File: src/rtl/core/nss_pkg.sv
// ----------------------------------------------------------------------------
// nss_pkg
// register map of the nearest-neighbour scaling address generator
// ----------------------------------------------------------------------------
`default_nettype none

package nss_pkg;

  localparam int CFG_INDEX_BITS = 3;

  typedef enum logic [CFG_INDEX_BITS-1:0] {
    REG_DEST_LEFT     = 3'd0,
    REG_DEST_TOP      = 3'd1,
    REG_DEST_WIDTH    = 3'd2,
    REG_DEST_HEIGHT   = 3'd3,
    REG_SOURCE_LEFT   = 3'd4,
    REG_SOURCE_TOP    = 3'd5,
    REG_SOURCE_WIDTH  = 3'd6,
    REG_SOURCE_HEIGHT = 3'd7
  } reg_index_t;

  // flow control between two neighbouring stages
  typedef struct packed {
    logic valid;
    logic before_origin;
  } stage_ctrl_t;

endpackage

`default_nettype wire

File: src/rtl/core/nss_div_cell.sv
// ----------------------------------------------------------------------------
// nss_div_cell
// one restoring division step per axis, one quotient bit per cell
// ----------------------------------------------------------------------------
`default_nettype none

module nss_div_cell #(
  parameter int COORD_BITS = 16
) (
  input  wire logic                    clk,
  input  wire logic                    rst,
  input  wire nss_pkg::stage_ctrl_t    in_ctrl,
  output logic                         in_ready,
  input  wire logic [COORD_BITS-1:0]   divisor_x,
  input  wire logic [COORD_BITS-1:0]   divisor_y,
  input  wire logic [COORD_BITS-1:0]   in_rem_x,
  input  wire logic [COORD_BITS-1:0]   in_rem_y,
  input  wire logic [2*COORD_BITS-1:0] in_dq_x,
  input  wire logic [2*COORD_BITS-1:0] in_dq_y,
  output nss_pkg::stage_ctrl_t         out_ctrl,
  input  wire logic                    out_ready,
  output logic [COORD_BITS-1:0]        out_rem_x,
  output logic [COORD_BITS-1:0]        out_rem_y,
  output logic [2*COORD_BITS-1:0]      out_dq_x,
  output logic [2*COORD_BITS-1:0]      out_dq_y
);
  import nss_pkg::*;

  logic [COORD_BITS:0]   trial_x;
  logic [COORD_BITS:0]   trial_y;
  logic [COORD_BITS:0]   diff_x;
  logic [COORD_BITS:0]   diff_y;
  logic                  take_x;
  logic                  take_y;
  logic [COORD_BITS-1:0] rem_x_next;
  logic [COORD_BITS-1:0] rem_y_next;

  assign in_ready = !out_ctrl.valid || out_ready;

  // bring down the next dividend bit and try the subtract
  assign trial_x = {in_rem_x, in_dq_x[2*COORD_BITS-1]};
  assign trial_y = {in_rem_y, in_dq_y[2*COORD_BITS-1]};
  assign diff_x  = trial_x - {1'b0, divisor_x};
  assign diff_y  = trial_y - {1'b0, divisor_y};
  assign take_x  = trial_x >= {1'b0, divisor_x};
  assign take_y  = trial_y >= {1'b0, divisor_y};
  assign rem_x_next = take_x ? diff_x[COORD_BITS-1:0] : trial_x[COORD_BITS-1:0];
  assign rem_y_next = take_y ? diff_y[COORD_BITS-1:0] : trial_y[COORD_BITS-1:0];

  always_ff @(posedge clk) begin
    if (rst) begin
      out_ctrl.valid <= 1'b0;
    end else if (in_ready) begin
      out_ctrl.valid <= in_ctrl.valid;
    end
    if (in_ready) begin
      out_ctrl.before_origin <= in_ctrl.before_origin;
      out_rem_x              <= rem_x_next;
      out_rem_y              <= rem_y_next;
      out_dq_x               <= {in_dq_x[2*COORD_BITS-2:0], take_x};
      out_dq_y               <= {in_dq_y[2*COORD_BITS-2:0], take_y};
    end
  end

endmodule

`default_nettype wire

File: config.mk
export PLATFORM = sky130hd
export DESIGN_NAME = nss_div_cell
export DESIGN_NICKNAME = d
export VERILOG_FILES = /design/src/rtl/core/nss_pkg.sv /design/src/rtl/core/nss_div_cell.sv
export SDC_FILE = /design/constraint.sdc
export NUM_CORES = 1
export LEC_CHECK = 0
export BUFFER_PORTS_ARGS = -buffer_cell sky130_fd_sc_hd__buf_2
export CAP_MARGIN = 20
export CORE_ASPECT_RATIO = 1.5
export CORE_MARGIN = 10
export CORE_UTILIZATION = 42
export DETAILED_ROUTE_END_ITERATION = 8
export GPL_TIMING_DRIVEN = 0
export PLACE_DENSITY = 0.75
export SLEW_MARGIN = 10
export SYNTH_ARGS = -nofsm -noshare
export SYNTH_HDL_FRONTEND = slang
export SYNTH_SLANG_ARGS = --single-unit
File: constraint.sdc
create_clock -name clk -period 3.7 [get_ports clk]
set_input_delay 0.74 -clock clk [delete_from_list [all_inputs] [get_ports clk]]
set_output_delay 0.74 -clock clk [all_outputs]
set_load 0.05 [all_outputs]
==> results of run 1 <==
flip-flops by register name, indices dropped and copies added (netlist names):
name and count:
out_dq_y 32, out_rem_y 16, out_rem_x 16, out_ctrl 2, out_dq_x 32
logic make-up after synthesis:
family          Yosys count
flops                    98
compound gates           92
simple gates             75
buf+inv                  52
fa+ha+maj                34
mux                      32
xor+xnor                 21
metal layers:
layer,share of wire [%],up-vias,GRT usage (%)
met3,7.2,14,5.128
met5,0,-,0
met1,39,1971,17.15
met2,52,181,28.72
li1,-,2002,-
met4,1.5,0,5.157
cell usage in the layout (no fill, tap or decap), types with 10 or more instances in the layout:
cell      instances
a21oi_1          18
a21o_1           10
ha_1             32
inv_1            44
nor2_1           18
edfxtp_1         97
mux2i_1          10
o21ai_0          12
nand2_1          13
buf_2           235
xnor2_1          18
layout make-up:
class	instances	share of cell area, %
inverters	45	2.482
clock buffers	9	3.261
repair buffers	232	17.14
clock inverters	7	0.9601
well taps	153	2.772
plain buffers	7	0.7971
diodes	1	0.03623
flip-flops and latches	98	42.46
multi-input cells	254	30.09
per-stage QoR:
step,setup slack (ns),cell area (µm²),TNS [ns]
final,0.7795,6907,0
after global placement,-0.1294,6580,-0.1294
after CTS,0.7572,6904,0
after global routing,0.6485,6904,0
after floorplan,0.7614,5233,0
after detailed placement,0.4050,6613,0
report_power, final:
| part | leakage, nW | total (mW) | internal (mW) | switching [mW] |
|---|---|---|---|---|
| logic | 2.08 | 1.09 | 0.341 | 0.752 |
| registers | 1.01 | 1.40 | 1.37 | 0.0297 |
| clock network | 0.142 | 0.893 | 0.469 | 0.424 |
path summary, 6_finish.rpt:
kind           startpoint             to  slack, ns  cells after the start
min                   rst    out_ctrl[1]       0.55                      2
max          divisor_y[3]  out_rem_y[13]       0.78                     10
min reg2reg   out_ctrl[1]    out_ctrl[1]       0.94                      2
max reg2reg   out_ctrl[1]   out_dq_x[25]       2.22                      2
==> impl_metrics.env, run 1 <==
export IMPL_status="finished clean"
export IMPL_max_slew_margin_pct=62.75
export IMPL_vias=4168
export IMPL_synth_edf_count=97
export IMPL_cts_buffer_depth=2
export IMPL_pwr_density_cell_nw_per_um2=490.2
export IMPL_path_clk_slew_ns=0.06
export IMPL_clock_sinks=98
export IMPL_leakage_nw=3.238
export IMPL_grt_remaining_overflow=0
export IMPL_grt_pass1_vias=4271
export IMPL_synthAdderAreaFrac_pct=8.421
export IMPL_critPathMaxStageDelay_ns=0.48
export IMPL_synth_distinct_cells=66
export IMPL_min_period_over_period_pct=78.93
export IMPL_max_vdd_ir_drop_uv=218.7
export IMPL_fmax_ghz=0.3424
export IMPL_seq_area_um2=2933
export IMPL_async_reset_ff_share_pct=0
export IMPL_first_pass_iters=4
export IMPL_setup_violations=0
export IMPL_die_w_um=111.1
export IMPL_worstSetupPathType="in -> reg"
export IMPL_cts_tree="yes"
export IMPL_yosys_warnings=0
export IMPL_instances_no_fill=806
export IMPL_totalWireLength_mm=14.57
export IMPL_endpoint_kind="flip-flop"
export IMPL_slew_violations=0
export IMPL_cts_resized=0
export IMPL_yosysMostFrequentCell="edfxtp_1"
export IMPL_final_nets=814
export IMPL_synth_mux_area_share_pct=7.225
export IMPL_synth_top_cell_area_share_pct=55.69
export IMPL_syn_area_um2=5230
export IMPL_insertion_delay_ns=0.34
export IMPL_dpl_cell_count=789
export IMPL_slowest_stage="a211oi_4"
export IMPL_yosysSeqAreaShare_pct=56.08
export IMPL_ys_ff_latch=98
export IMPL_area_delta_synth_final_pct=32.06
export IMPL_cts_made_buffers=9
export IMPL_syn_area_per_cell_um2=12.95
export IMPL_synth_area_top_cells="edfxtp_1 (56%), ha_1 (7.7%), inv_1 (3.2%)"
export IMPL_multi_input_area_um2=2078
export IMPL_ctsHoldBuffers=0
export IMPL_synth_compound_area_share_pct=12.73
export IMPL_drive_gt1_share_pct=43.87
export IMPL_fin_skew_ns=0.01064
export IMPL_critPathBufInv=3
export IMPL_core_region_area_um2=12080
export IMPL_die_height_um=156.7
export IMPL_wl_per_cell_um=18.08
export IMPL_synth_simple_area_share_pct=7.703
export IMPL_dieArea_um2=17410
export IMPL_min_path_type="in -> reg"
export IMPL_postCtsSetupBuffers=0
export IMPL_synth_xor_area_share_pct=3.517
export IMPL_grt_max_degree=64
export IMPL_dp_hpwl_mm=12.07
export IMPL_portBuffers=231
export IMPL_cp_top_family="compound AO/OA/AOI/OAI gates"
export IMPL_h_tree_depth=3
export IMPL_synth_ff_type="edfxtp_1"
export IMPL_first_iter_violations=133
export IMPL_synth_top_family_by_area="compound AO/OA/AOI/OAI gates"
export IMPL_finalWeightedCongestion=0.8440
export IMPL_clock_root_buffer="clkbuf_16"
export IMPL_period_needed_ns=2.920
export IMPL_nFillCells=1059
export IMPL_critPathArrivalTime_ns=3.00
export IMPL_path_cells="buf_2 > inv_1 > ha_1 > and3_1 > o21ai_2 > nand3_2 > a31o_1 > a211oi_4 > buf_6 > mux2_1"
export IMPL_synth_top_cell_by_area="edfxtp_1"
export IMPL_critical_path_required_ns=3.78
export IMPL_synthesis_nets=571
export IMPL_rsz0062_at_grt="no"
export IMPL_tightest_slew_ns=0.5587
export IMPL_drv_cap=0
export IMPL_synth_cells=404
export IMPL_grt_total_usage_pct=15.87
export IMPL_antenna_found_initial=0
export IMPL_grt_pass1_wl_mm=22.34
export IMPL_num_io_pins=232
export IMPL_yosys_top_cells_count="edfxtp_1 (97), inv_1 (44), ha_1 (32)"
export IMPL_drc=0
export IMPL_viasPerCell=5.171
export IMPL_p_total_mw=3.385
export IMPL_finalHoldViolations=0
export IMPL_final_core_util_pct=57.18
export IMPL_holdWs_ns=0.5523
export IMPL_cp_start_kind="input pin"
export IMPL_initial_core_util_pct=43.30
export IMPL_crit_fanout=10
export IMPL_rows=49
export IMPL_ant_nets=0
Power figures use the tool's default switching activity.
==> run 2, diff against run 1 <==
Settings changed: ABC_AREA from default to 1, PLACE_DENSITY 0.75 to 0.71.
Clock period 3.7 ns to 2.7 ns, I/O delays scaled along.
==> impl_metrics.env, run 2 <==
export IMPL_status="finished clean"
export IMPL_rsz0062_at_grt="no"
export IMPL_nFillCells=1269
export IMPL_setup_violations=0
export IMPL_first_iter_violations=249
export IMPL_setup_tns_final_ns=0
export IMPL_drc=0
export IMPL_synth_cells=665
export IMPL_setup_ws_ns=0.5412
export IMPL_ant_nets=0
export IMPL_rows=52
export IMPL_cts_made_buffers=9
export IMPL_area_delta_synth_final_pct=29.41
export IMPL_synth_edf_count=97
export IMPL_h_tree_depth=3
export IMPL_leakage_nw=4.093
export IMPL_fin_skew_ns=0.007156
export IMPL_path_clk_slew_ns=0.07
export IMPL_antenna_found_initial=4
export IMPL_wl_per_cell_um=16.14
export IMPL_clock_sinks=98
export IMPL_synth_top_cell_area_share_pct=50.94
export IMPL_viasPerCell=4.688
export IMPL_layout_common_cells="nand2_1 (247), buf_2 (234), inv_1 (127)"
export IMPL_final_nets=1075
export IMPL_synthesis_nets=832
export IMPL_reg_top3="out_dq_x x32, out_dq_y x32"
export IMPL_insertion_delay_ns=0.34
export IMPL_dieArea_um2=18780
export IMPL_endpoint_kind="flip-flop"
export IMPL_slew_violations=0
export IMPL_worstSetupPathType="in -> reg"
export IMPL_yosysMostFrequentCell="nand2_1"
export IMPL_first_pass_iters=5
export IMPL_synth_area_top_cells="edfxtp_1 (51%), nand2_1 (16%), inv_1 (8.3%)"
export IMPL_fmax_ghz=0.4632
export IMPL_yosys_warnings=0
export IMPL_synth_distinct_cells=28
export IMPL_finalWeightedCongestion=0.9573
export IMPL_ys_ff_latch=98
export IMPL_initial_core_util_pct=42.66
export IMPL_totalWireLength_mm=17.39
export IMPL_die_height_um=162.9
export IMPL_period_needed_ns=2.159
export IMPL_grt_total_usage_pct=17.87
export IMPL_critical_path_required_ns=2.80
export IMPL_dp_hpwl_mm=14.39
export IMPL_pwr_density_cell_nw_per_um2=625.9
export IMPL_portBuffers=231
export IMPL_tightest_slew_ns=0.5666
export IMPL_yosysSeqAreaShare_pct=51.29
export IMPL_critPathArrivalTime_ns=2.25
export IMPL_clock_root_buffer="clkbuf_16"
export IMPL_yosys_top_cells_count="nand2_1 (248), inv_1 (127), edfxtp_1 (97)"
export IMPL_syn_area_per_cell_um2=8.598
export IMPL_p_total_mw=4.631
export IMPL_max_vdd_ir_drop_uv=353.3
export IMPL_vias=5049
export IMPL_core_region_area_um2=13400
export IMPL_instances_no_fill=1077
export IMPL_drv_cap=0
export IMPL_num_io_pins=232
export IMPL_cp_start_kind="input pin"
export IMPL_ctsHoldBuffers=0
export IMPL_min_period_over_period_pct=79.96
export IMPL_async_reset_ff_share_pct=0
export IMPL_syn_area_um2=5718
export IMPL_synth_ff_type="edfxtp_1"
export IMPL_dp_slack_ns=0.1829
export IMPL_grt_remaining_overflow=0
export IMPL_dpl_cell_count=1059
export IMPL_drive_gt1_share_pct=30.45
export IMPL_cts_tree="yes"
export IMPL_final_common_cell="nand2_1"
export IMPL_cts_buffer_depth=2
export IMPL_min_path_type="in -> reg"
export IMPL_cts_resized=0
export IMPL_grt_pass1_vias=5103
export IMPL_grt_pass1_wl_mm=26.23
export IMPL_grt_max_degree=63
export IMPL_finalHoldViolations=0
export IMPL_synth_top_cell_by_area="edfxtp_1"
export IMPL_max_slew_margin_pct=62.23
export IMPL_die_w_um=115.3
export IMPL_crit_fanout=10
export IMPL_postCtsSetupBuffers=0
-- run 2: changes by cell type after synthesis, moves of 6 or more --
cell     before  now
xnor2_1      18    2
nor2b_1       7    0
mux2i_1      10    0
a31oi_1       9    0
xor2_1        3   10
o21ai_0      12    0
o21a_1        8    2
mux2_4        8    0
mux2_2        9    0
nand3_1       3   54
a21o_1       10    0
nand2_1      13  248
inv_1        44  127
-- run 2: where the power goes --
group	internal, mW	total, mW	switching, mW
Combinational	0.391	1.48	1.09
Clock	0.641	1.26	0.617
Sequential	1.86	1.90	0.0349
-- run 2: area by class of cell --
class	count	area, µm²	area share (%)
Clock buffer	9	225.2	3.044
Multi-Input combinational cell	429	2252	30.44
Tap cell	162	202.7	2.739
Sequential cell	98	2933	39.63
Inverter	132	495.5	6.696
Buffer	6	45.04	0.6087
Timing Repair Buffer	232	1184	16.00
Clock inverter	7	57.56	0.7778
Antenna cell	2	5.005	0.06764
-- run 2: path summary, 6_finish.rpt --
check | from | end | slack (ns) | cells past startpoint
max reg2reg | out_ctrl[1] | out_rem_y[0] | 1.22 | 2
max | divisor_x[14] | out_rem_x[9] | 0.54 | 11
min reg2reg | out_ctrl[1] | out_ctrl[1] | 0.97 | 2
min | rst | out_ctrl[1] | 0.36 | 2
-- run 2: per-stage QoR --
stage               hold WS (ns)  instance area (µm²)  util (%)
floorplan                 0.6091                 5720         -
global placement          0.6954                 7079     52.82
detailed placement        0.7159                 7112     53.06
CTS                       0.3406                 7395     55.17
global route              0.3450                 7400     55.21
finish                    0.3600                 7400     55.21
-- run 2: critical path: stages --
cell and delay [ns]:
buf_2 0.07, inv_1 0.04, ha_1 0.35, a21oi_1 0.34, o21a_1 0.18, nand2_2 0.07, nor2_4 0.21, nand2_4 0.14
buf_6 0.18, nand2_1 0.06, nand2_1 0.07
-- run 2: cell families after synthesis --
| group | Yosys count | share of synthesized area, % |
|---|---|---|
| buf+inv | 138 | 9.453 |
| simple gates | 358 | 27.24 |
| xor+xnor | 12 | 1.838 |
| fa+ha+maj | 34 | 7.702 |
| compound gates | 25 | 2.473 |
| flops | 98 | 51.29 |
-- run 2: per-layer routing --
| metal | wire length (µm) | up-vias | track usage, % |
|---|---|---|---|
| li1 | - | 2604 | - |
| met1 | 6026 | 2245 | 18.30 |
| met2 | 9687 | 167 | 33.21 |
| met3 | 1229 | 29 | 4.609 |
| met4 | 416 | 4 | 6.998 |
| met5 | 29 | - | 0 |
