--- src/rtl/core/nss_pkg.sv ---
// ----------------------------------------------------------------------------
// nss_pkg
// register map of the nearest-neighbour scaling address generator
// ----------------------------------------------------------------------------
`default_nettype none

package nss_pkg;

  localparam int CFG_INDEX_BITS = 3;

  typedef enum logic [CFG_INDEX_BITS-1:0] {
    REG_DEST_LEFT     = 3'd0,
    REG_DEST_TOP      = 3'd1,
    REG_DEST_WIDTH    = 3'd2,
    REG_DEST_HEIGHT   = 3'd3,
    REG_SOURCE_LEFT   = 3'd4,
    REG_SOURCE_TOP    = 3'd5,
    REG_SOURCE_WIDTH  = 3'd6,
    REG_SOURCE_HEIGHT = 3'd7
  } reg_index_t;

  // flow control between two neighbouring stages
  typedef struct packed {
    logic valid;
    logic before_origin;
  } stage_ctrl_t;

endpackage

`default_nettype wire

--- src/rtl/core/nss_front.sv ---
// ----------------------------------------------------------------------------
// nss_front
// origin subtract, origin check and extent multiply for both axes
// ----------------------------------------------------------------------------
`default_nettype none

module nss_front #(
  parameter int COORD_BITS = 16
) (
  input  wire logic                    clk,
  input  wire logic                    rst,
  input  wire logic                    in_valid,
  output logic                         in_ready,
  input  wire logic [COORD_BITS-1:0]   pixel_x,
  input  wire logic [COORD_BITS-1:0]   pixel_y,
  input  wire logic [COORD_BITS-1:0]   dest_left,
  input  wire logic [COORD_BITS-1:0]   dest_top,
  input  wire logic [COORD_BITS-1:0]   source_width,
  input  wire logic [COORD_BITS-1:0]   source_height,
  output nss_pkg::stage_ctrl_t         out_ctrl,
  input  wire logic                    out_ready,
  output logic [2*COORD_BITS-1:0]      dividend_x,
  output logic [2*COORD_BITS-1:0]      dividend_y
);
  import nss_pkg::*;

  logic [COORD_BITS-1:0]   rel_x;
  logic [COORD_BITS-1:0]   rel_y;
  logic                    pre_origin;
  logic [2*COORD_BITS-1:0] product_x;
  logic [2*COORD_BITS-1:0] product_y;

  assign in_ready   = !out_ctrl.valid || out_ready;
  assign pre_origin = (pixel_x < dest_left) || (pixel_y < dest_top);
  // offsets wrap when before the origin, the flag masks that case later
  assign rel_x      = pixel_x - dest_left;
  assign rel_y      = pixel_y - dest_top;
  assign product_x  = (2*COORD_BITS)'(rel_x) * (2*COORD_BITS)'(source_width);
  assign product_y  = (2*COORD_BITS)'(rel_y) * (2*COORD_BITS)'(source_height);

  always_ff @(posedge clk) begin
    if (rst) begin
      out_ctrl.valid <= 1'b0;
    end else if (in_ready) begin
      out_ctrl.valid <= in_valid;
    end
    if (in_ready) begin
      out_ctrl.before_origin <= pre_origin;
      dividend_x             <= product_x;
      dividend_y             <= product_y;
    end
  end

endmodule

`default_nettype wire

--- config.mk ---
export PLATFORM = sky130hd
export DESIGN_NAME = nss_front
export DESIGN_NICKNAME = d
export VERILOG_FILES = /design/src/rtl/core/nss_pkg.sv /design/src/rtl/core/nss_front.sv
export SDC_FILE = /design/constraint.sdc
export NUM_CORES = 1
export LEC_CHECK = 0
export ABC_AREA = 1
export BUFFER_PORTS_ARGS = -buffer_cell sky130_fd_sc_hd__buf_2
export CORE_UTILIZATION = 35
export CTS_CLUSTER_SIZE = 10
export DETAILED_ROUTE_END_ITERATION = 10
export GPL_TIMING_DRIVEN = 1
export HOLD_SLACK_MARGIN = 0.02
export PLACE_DENSITY_LB_ADDON = 0.12
export SLEW_MARGIN = 10
export SYNTH_ARGS = -nofsm -noshare
export SYNTH_HDL_FRONTEND = slang
export SYNTH_SLANG_ARGS = --single-unit
--- constraint.sdc ---
create_clock -name clk -period 8.8 [get_ports clk]
set_input_delay 0.44 -clock clk [delete_from_list [all_inputs] [get_ports clk]]
set_output_delay 0.44 -clock clk [all_outputs]
set_load 0.01 [all_outputs]
==> summary.json, run 1 <==
{
  "run_status": "complete, no violations",
  "initial_antenna_violation_count": 1,
  "netlist-cell-type-count": 43,
  "capturing_element_type_of_the_critical_path": "register",
  "path_max_fanout": 11,
  "post-cts-setup-buffer-count": 0,
  "numClockSinks": 66,
  "drt_iter0_drc": 983,
  "routed_length_per_instance_microns": 17.73,
  "post_synth_inst_count": 2896,
  "numPlacedInstances": 3863,
  "wire_length_of_the_first_global_routing_pass_mm": 110.3,
  "postSynthRegisterBits": 66,
  "crit_path_frequent_cell": "sky130_fd_sc_hd__fa_1",
  "final_net_count": 3767,
  "fin_hold_ws_ns": 0.2244,
  "first_global_vias": 20300,
  "critical_path.n_buffers_inverters": 7,
  "dr_total_vias": 18530,
  "final_setup_violating_endpoints": 0,
  "start_util_pct": 35.67,
  "cts_hold_repair.buffers": 0,
  "worst_ep_required_time_ns": 8.94,
  "path_depth": 28,
  "clock-root-buffer": "sky130_fd_sc_hd__clkbuf_16",
  "slew_headroom_pct": 11.04,
  "post-route-period-util_pct": 85.51,
  "grt-ovfl-total": 0,
  "syn_area_sq_um": 22140,
  "placement_rows": 91,
  "maxCapViolations": 0,
  "clock_path_buffers": 2,
  "max_stage_delay_ns": 1.04,
  "synth_edf_count": 65,
  "die_width_microns": 253.5,
  "gp_congestion": 0.9380,
  "drt_pass1_iterations": 5,
  "fp.dieH_microns": 253.5,
  "layout.filler_cells": 6646,
  "whs_path_depth": 2,
  "post_cts.resized_instances": 0,
  "synth_nets": 3626,
  "avgSynthCellArea_sq_um": 7.644,
  "core_area_sq_um": 62050,
  "startpoint_type": "input pin",
  "finalHoldViolCount": 0,
  "worst_slew_pin_slew_ns": 1.330,
  "viasPerCell": 4.778,
  "final_cell_mix": "sky130_fd_sc_hd__inv_1 (745), sky130_fd_sc_hd__nand2_1 (666), sky130_fd_sc_hd__fa_1 (390), sky130_fd_sc_hd__nor2_1 (315), sky130_fd_sc_hd__ha_1 (240)",
  "antenna_cells": 0,
  "io_buffers": 166,
  "cp.arrival_ns": 7.67,
  "area_growth_syn_to_layout_pct": 9.388,
  "ant_nets_after_route": 0,
  "worst_r2r_path_depth": 1,
  "fin_crit_ns": 7.525,
  "critical-path-top-delay-family": "adder cells",
  "clock_skew_ns": 0.02282,
  "dieArea_sq_um": 64260,
  "final.setup.tns_ns": 0,
  "synth_top_flop_cell": "sky130_fd_sc_hd__edfxtp_1",
  "i_o_pin_cnt": 167,
  "synth-async-reset-ratio_pct": 0,
  "critical_path_class": "in2reg",
  "final_cells": 3879,
  "final_layout_size_suffix_gt1_share_pct": 8.876,
  "cts_tree": "done",
  "final_common_cell": "sky130_fd_sc_hd__inv_1",
  "cpMaxStageDelayCell": "sky130_fd_sc_hd__xor2_1",
  "hold_path_class": "in2reg",
  "timing.final.max_slew_violations": 0,
  "grt_max_degree": 68,
  "cts.reportedPaths.clkPinSlew_ns": 0.08,
  "grt_util_all_layers_pct": 22.61,
  "cts_buffers": 9,
  "max_freq_ghz": 0.1329,
  "rsz0062_at_grt": "no",
  "htree_num_levels": 3,
  "yosysSeqAreaShare_pct": 8.907,
  "route.final.wire_length_mm": 68.78,
  "clk_latency_ns": 0.38,
  "yosysWarnings": 0,
  "detailedPlacementHpwl_mm": 59.03,
  "drc": 0
}
cell type report:
class	instances	area, sq um	area share [%]
clock buffer	9	225.2	0.9300
timing repair buffer	178	920.9	3.803
inverter	752	2828	11.68
tap	837	1047	4.325
sequential	66	1972	8.143
multi-input combinational	2030	17130	70.74
clock inverter	7	92.59	0.3824
metal layers:
metal | GRT usage (%) | up-vias | share of wire [%]
met5 | 0 | - | 0.016
met4 | 7.567 | 2 | 3.1
met3 | 2.684 | 100 | 4.9
met2 | 40.25 | 496 | 49
met1 | 28.18 | 9107 | 43
li1 | - | 8828 | -
cells by family after synthesis:
group,count (synthesis),share of synthesized area [%]
flops,66,8.907
fa+ha+maj,630,48.83
xor+xnor,49,2.430
compound gates,69,1.775
simple gates,1282,24.31
buf+inv,800,13.75
state kept, by name, summed over array words and instances, names as in the netlist:
register,cells
dividend_y,32
out_ctrl,2
dividend_x,32
Yosys cell counts, types with 2 or more instances:
library cell               number  area (sq um)
sky130_fd_sc_hd__clkbuf_1      35         131.4
sky130_fd_sc_hd__ha_1         240          3003
sky130_fd_sc_hd__a21oi_1       54         270.3
sky130_fd_sc_hd__inv_2          2         7.510
sky130_fd_sc_hd__fa_1         390          7807
sky130_fd_sc_hd__nor2_2        20         125.1
sky130_fd_sc_hd__nand3b_4       2         40.04
sky130_fd_sc_hd__clkinv_1       3         11.26
sky130_fd_sc_hd__buf_4          5         37.54
sky130_fd_sc_hd__buf_2          7         35.03
sky130_fd_sc_hd__nand2_2       23         143.9
sky130_fd_sc_hd__o21bai_1       5         37.54
sky130_fd_sc_hd__inv_1        745          2796
sky130_fd_sc_hd__nand3_2        4         40.04
sky130_fd_sc_hd__a21o_1         3         22.52
sky130_fd_sc_hd__xor2_1        36         315.3
sky130_fd_sc_hd__xnor2_2        2         32.53
sky130_fd_sc_hd__nand3b_1       2         15.01
sky130_fd_sc_hd__xor2_4         4         110.1
sky130_fd_sc_hd__edfxtp_1      65          1952
sky130_fd_sc_hd__xnor2_1        6         52.55
sky130_fd_sc_hd__nor3_1         6         30.03
sky130_fd_sc_hd__o21ai_0        3         15.01
sky130_fd_sc_hd__nand2_4        5         56.30
sky130_fd_sc_hd__nand4_1       10         62.56
sky130_fd_sc_hd__nand2_1      667          2504
sky130_fd_sc_hd__inv_4          2         12.51
sky130_fd_sc_hd__nor2_1       315          1182
sky130_fd_sc_hd__nand3_1      218          1091
sky130_fd_sc_hd__nand3b_2       4         45.04
worst paths after layout:
path	endpoint	startpoint	slack, ns
worst max-delay path	dividend_x[30]$_DFFE_PP_	pixel_x[0]	1.28
worst min-delay path	out_ctrl[1]$_SDFFE_PP0P_	rst	0.22
worst max register to register	dividend_y[15]$_DFFE_PP_	out_ctrl[1]$_SDFFE_PP0P_	7.31
worst min register to register	out_ctrl[1]$_SDFFE_PP0P_	out_ctrl[1]$_SDFFE_PP0P_	1.23
stage by stage:
stage / setup WS (ns) / cell area, sq um / utilization (%)
floorplan: 2.502 / 22140 / -
global placement: 1.068 / 23900 / 38.51
detailed placement: 0.9335 / 23900 / 38.51
CTS: 1.344 / 24220 / 39.02
global route: 0.8599 / 24220 / 39.02
finish: 1.275 / 24220 / 39.02
Power of run 1 is not shown: default switching activity piles up to over one toggle a cycle in this logic, so the estimate is an artifact.
==> inputs of run 2 (changes only) <==
==> constraint.sdc (replaced) <==
create_clock -name clk -period 8.8 [get_ports clk]
set_input_delay 1.32 -clock clk [delete_from_list [all_inputs] [get_ports clk]]
set_output_delay 1.32 -clock clk [all_outputs]
set_load 0.01 [all_outputs]
==> run 2 against run 1 <==
Against the previous run:
- hold slack better by 0.90 ns
- first-iteration DRC count is 16% higher
- die area stayed put
- maximum frequency is 5.0% lower
- clock skew hardly changed
- non-clock buffer count is 11 higher
- highest routed layer is now met4
==> summary.json, run 2 (synthesis results as in run 1) <==
{
  "gp_congestion": {"value": 0.8988, "change": "was 0.9380"},
  "multi_input_comb_area": {"value": 17130, "unit": "sq um", "change": "unchanged"},
  "capturing_element_type_of_the_critical_path": {"value": "register", "change": "unchanged"},
  "final_layout_size_suffix_gt1_share": {"value": 9.112, "unit": "%", "change": "was 8.876%"},
  "final_common_cell": {"value": "sky130_fd_sc_hd__inv_1", "change": "unchanged"},
  "cts.reportedPaths.clkPinSlew": {"value": 0.05, "unit": "ns", "change": "was 0.08 ns"},
  "path_max_fanout": {"value": 12, "change": "was 11"},
  "area_growth_syn_to_layout": {"value": 9.558, "unit": "%", "change": "was 9.388%"},
  "routed_length_per_instance": {"value": 17.66, "unit": "microns", "change": "was 17.73 microns"},
  "fin_crit": {"value": 7.924, "unit": "ns", "change": "was 7.525 ns"},
  "grt_max_degree": {"value": 68, "change": "unchanged"},
  "initial_antenna_violation_count": {"value": 0, "change": "was 1"},
  "cts_tree": {"value": "done", "change": "unchanged"},
  "dieArea": {"value": 64260, "unit": "sq um", "change": "unchanged"},
  "max_freq": {"value": 0.1262, "unit": "GHz", "change": "was 0.1329 GHz"},
  "final_cell_mix": {"value": "sky130_fd_sc_hd__inv_1 (745), sky130_fd_sc_hd__nand2_1 (666), sky130_fd_sc_hd__fa_1 (390), sky130_fd_sc_hd__nor2_1 (315), sky130_fd_sc_hd__ha_1 (240)", "change": "unchanged"},
  "io_buffers": {"value": 166, "change": "unchanged"},
  "cts_buffers": {"value": 9, "change": "unchanged"},
  "htree_num_levels": {"value": 3, "change": "unchanged"},
  "hold_path_class": {"value": "in2reg", "change": "unchanged"},
  "wire_length_of_the_first_global_routing_pass": {"value": 109.9, "unit": "mm", "change": "was 110.3 mm"},
  "drc": {"value": 0, "change": "unchanged"},
  "worst_ep_required_time": {"value": 8.90, "unit": "ns", "change": "was 8.94 ns"},
  "maxCapViolations": {"value": 0, "change": "unchanged"},
  "viasPerCell": {"value": 4.774, "change": "was 4.778"},
  "dr_total_vias": {"value": 18560, "change": "was 18,530"},
  "final.setup.tns": {"value": 0, "unit": "ns", "change": "unchanged"},
  "post_cts.resized_instances": {"value": 0, "change": "unchanged"},
  "finalHoldViolCount": {"value": 0, "change": "unchanged"},
  "cts_hold_repair.buffers": {"value": 0, "change": "unchanged"},
  "startpoint_type": {"value": "input pin", "change": "unchanged"},
  "run_status": {"value": "complete, no violations", "change": "unchanged"},
  "placement_rows": {"value": 91, "change": "unchanged"},
  "clock-root-buffer": {"value": "sky130_fd_sc_hd__clkbuf_16", "change": "unchanged"},
  "final_setup_violating_endpoints": {"value": 0, "change": "unchanged"},
  "critical_path_class": {"value": "in2reg", "change": "unchanged"},
  "first_global_vias": {"value": 20190, "change": "was 20,300"},
  "die_width": {"value": 253.5, "unit": "microns", "change": "unchanged"},
  "fp.dieH": {"value": 253.5, "unit": "microns", "change": "unchanged"},
  "clock_path_buffers": {"value": 2, "change": "unchanged"},
  "post-cts-setup-buffer-count": {"value": 0, "change": "unchanged"},
  "clock_skew": {"value": 0.02279, "unit": "ns", "change": "was 0.02282 ns"},
  "final_net_count": {"value": 3778, "change": "was 3,767"},
  "route.final.wire_length": {"value": 68.64, "unit": "mm", "change": "was 68.78 mm"},
  "core_area": {"value": 62050, "unit": "sq um", "change": "unchanged"},
  "clk_latency": {"value": 0.37, "unit": "ns", "change": "was 0.38 ns"},
  "antenna_cells": {"value": 0, "change": "unchanged"},
  "reg_top3": {"value": "dividend_x (32), dividend_y (32), out_ctrl (2)", "change": "unchanged"},
  "worst_slew_pin_slew": {"value": 0.9742, "unit": "ns", "change": "was 1.330 ns"},
  "slew_headroom": {"value": 35.05, "unit": "%", "change": "was 11.04%"},
  "regArea": {"value": 1972, "unit": "sq um", "change": "unchanged"},
  "rsz0062_at_grt": {"value": "no", "change": "unchanged"},
  "ant_nets_after_route": {"value": 0, "change": "unchanged"},
  "grt_util_all_layers": {"value": 22.46, "unit": "%", "change": "was 22.61%"},
  "layout.filler_cells": {"value": 6619, "change": "was 6,646"},
  "post-route-period-util": {"value": 90.04, "unit": "%", "change": "was 85.51%"},
  "i_o_pin_cnt": {"value": 167, "change": "unchanged"},
  "drt_iter0_drc": {"value": 1141, "change": "was 983"},
  "timing.final.max_slew_violations": {"value": 0, "change": "unchanged"},
  "grt-ovfl-total": {"value": 0, "change": "unchanged"},
  "start_util": {"value": 35.67, "unit": "%", "change": "unchanged"},
  "detailedPlacementHpwl": {"value": 59.40, "unit": "mm", "change": "was 59.03 mm"},
  "cp.arrival": {"value": 8.02, "unit": "ns", "change": "was 7.67 ns"},
  "numClockSinks": {"value": 66, "change": "unchanged"},
  "drt_pass1_iterations": {"value": 5, "change": "unchanged"}
}
## run 2: cell types whose count changed in the layout (fill, tap and decap cells not counted)
cell | before | now
sky130_fd_sc_hd__buf_4 | 12 | 23
sky130_fd_sc_hd__clkinvlp_4 | 2 | 0
sky130_fd_sc_hd__bufinv_16 | 2 | 1
sky130_fd_sc_hd__clkinv_1 | 4 | 5
sky130_fd_sc_hd__clkinv_2 | 1 | 2
sky130_fd_sc_hd__inv_6 | 1 | 0
## run 2: worst paths after layout
check,endpoint,slack [ns],cells past startpoint,startpoint
worst max-delay path,dividend_y[30]$_DFFE_PP_,0.88,27,pixel_y[5]
worst min-delay path,out_ctrl[1]$_SDFFE_PP0P_,1.12,2,rst
worst max register to register,dividend_y[12]$_DFFE_PP_,7.36,1,out_ctrl[1]$_SDFFE_PP0P_
worst min register to register,out_ctrl[1]$_SDFFE_PP0P_,1.20,2,out_ctrl[1]$_SDFFE_PP0P_
## run 2: critical path, cell delays in order
cell                       delay (ns)
sky130_fd_sc_hd__buf_2           0.10
sky130_fd_sc_hd__ha_1            0.40
sky130_fd_sc_hd__nand2_1         0.10
sky130_fd_sc_hd__nand2_1         0.07
sky130_fd_sc_hd__a21oi_1         0.25
sky130_fd_sc_hd__nand2b_1        0.17
sky130_fd_sc_hd__nand4_1         0.60
sky130_fd_sc_hd__nand2_1         0.48
sky130_fd_sc_hd__nor2_1          0.11
sky130_fd_sc_hd__fa_1            0.56
sky130_fd_sc_hd__inv_1           0.06
sky130_fd_sc_hd__fa_1            0.47
sky130_fd_sc_hd__inv_1           0.05
sky130_fd_sc_hd__fa_1            0.47
sky130_fd_sc_hd__fa_1            0.50
sky130_fd_sc_hd__fa_1            0.49
sky130_fd_sc_hd__inv_1           0.05
sky130_fd_sc_hd__fa_1            0.47
sky130_fd_sc_hd__inv_1           0.04
sky130_fd_sc_hd__ha_1            0.38
sky130_fd_sc_hd__nand2_1         0.12
sky130_fd_sc_hd__nor2_1          0.25
sky130_fd_sc_hd__nand2_1         0.13
sky130_fd_sc_hd__nor2_1          0.11
sky130_fd_sc_hd__nand2_1         0.07
sky130_fd_sc_hd__nand3_1         0.09
sky130_fd_sc_hd__nand2_1         0.08
## run 2: final cells by class
cell class | instances | share of cell area (%)
Inverter | 752 | 11.66
Multi-Input combinational cell | 2030 | 70.63
Tap cell | 837 | 4.318
Clock inverter | 5 | 0.1960
Sequential cell | 66 | 8.130
Clock buffer | 9 | 0.9286
Timing Repair Buffer | 189 | 4.137
## run 2: per-layer routing
metal  vias up  wire, microns  track usage, %
met3        86           2781           1.895
met2       458          34770           40.98
met5         -              0               0
li1       8858              -               -
met4         0           1951           6.874
met1      9161          29140           27.90
## run 2: per-stage QoR
stage	hold WS [ns]	utilization, %	worst slack, ns	cell area (sq um)	std cells
floorplan	1.389	-	1.622	22140	2896
global placement	1.205	38.65	0.5426	23980	3874
detailed placement	1.267	38.65	0.5549	23980	3874
CTS	1.098	39.08	0.9125	24250	3888
global route	1.125	39.08	0.4678	24250	3888
finish	1.124	39.08	0.8761	24250	3888
Power of run 2 is left out for the same reason.
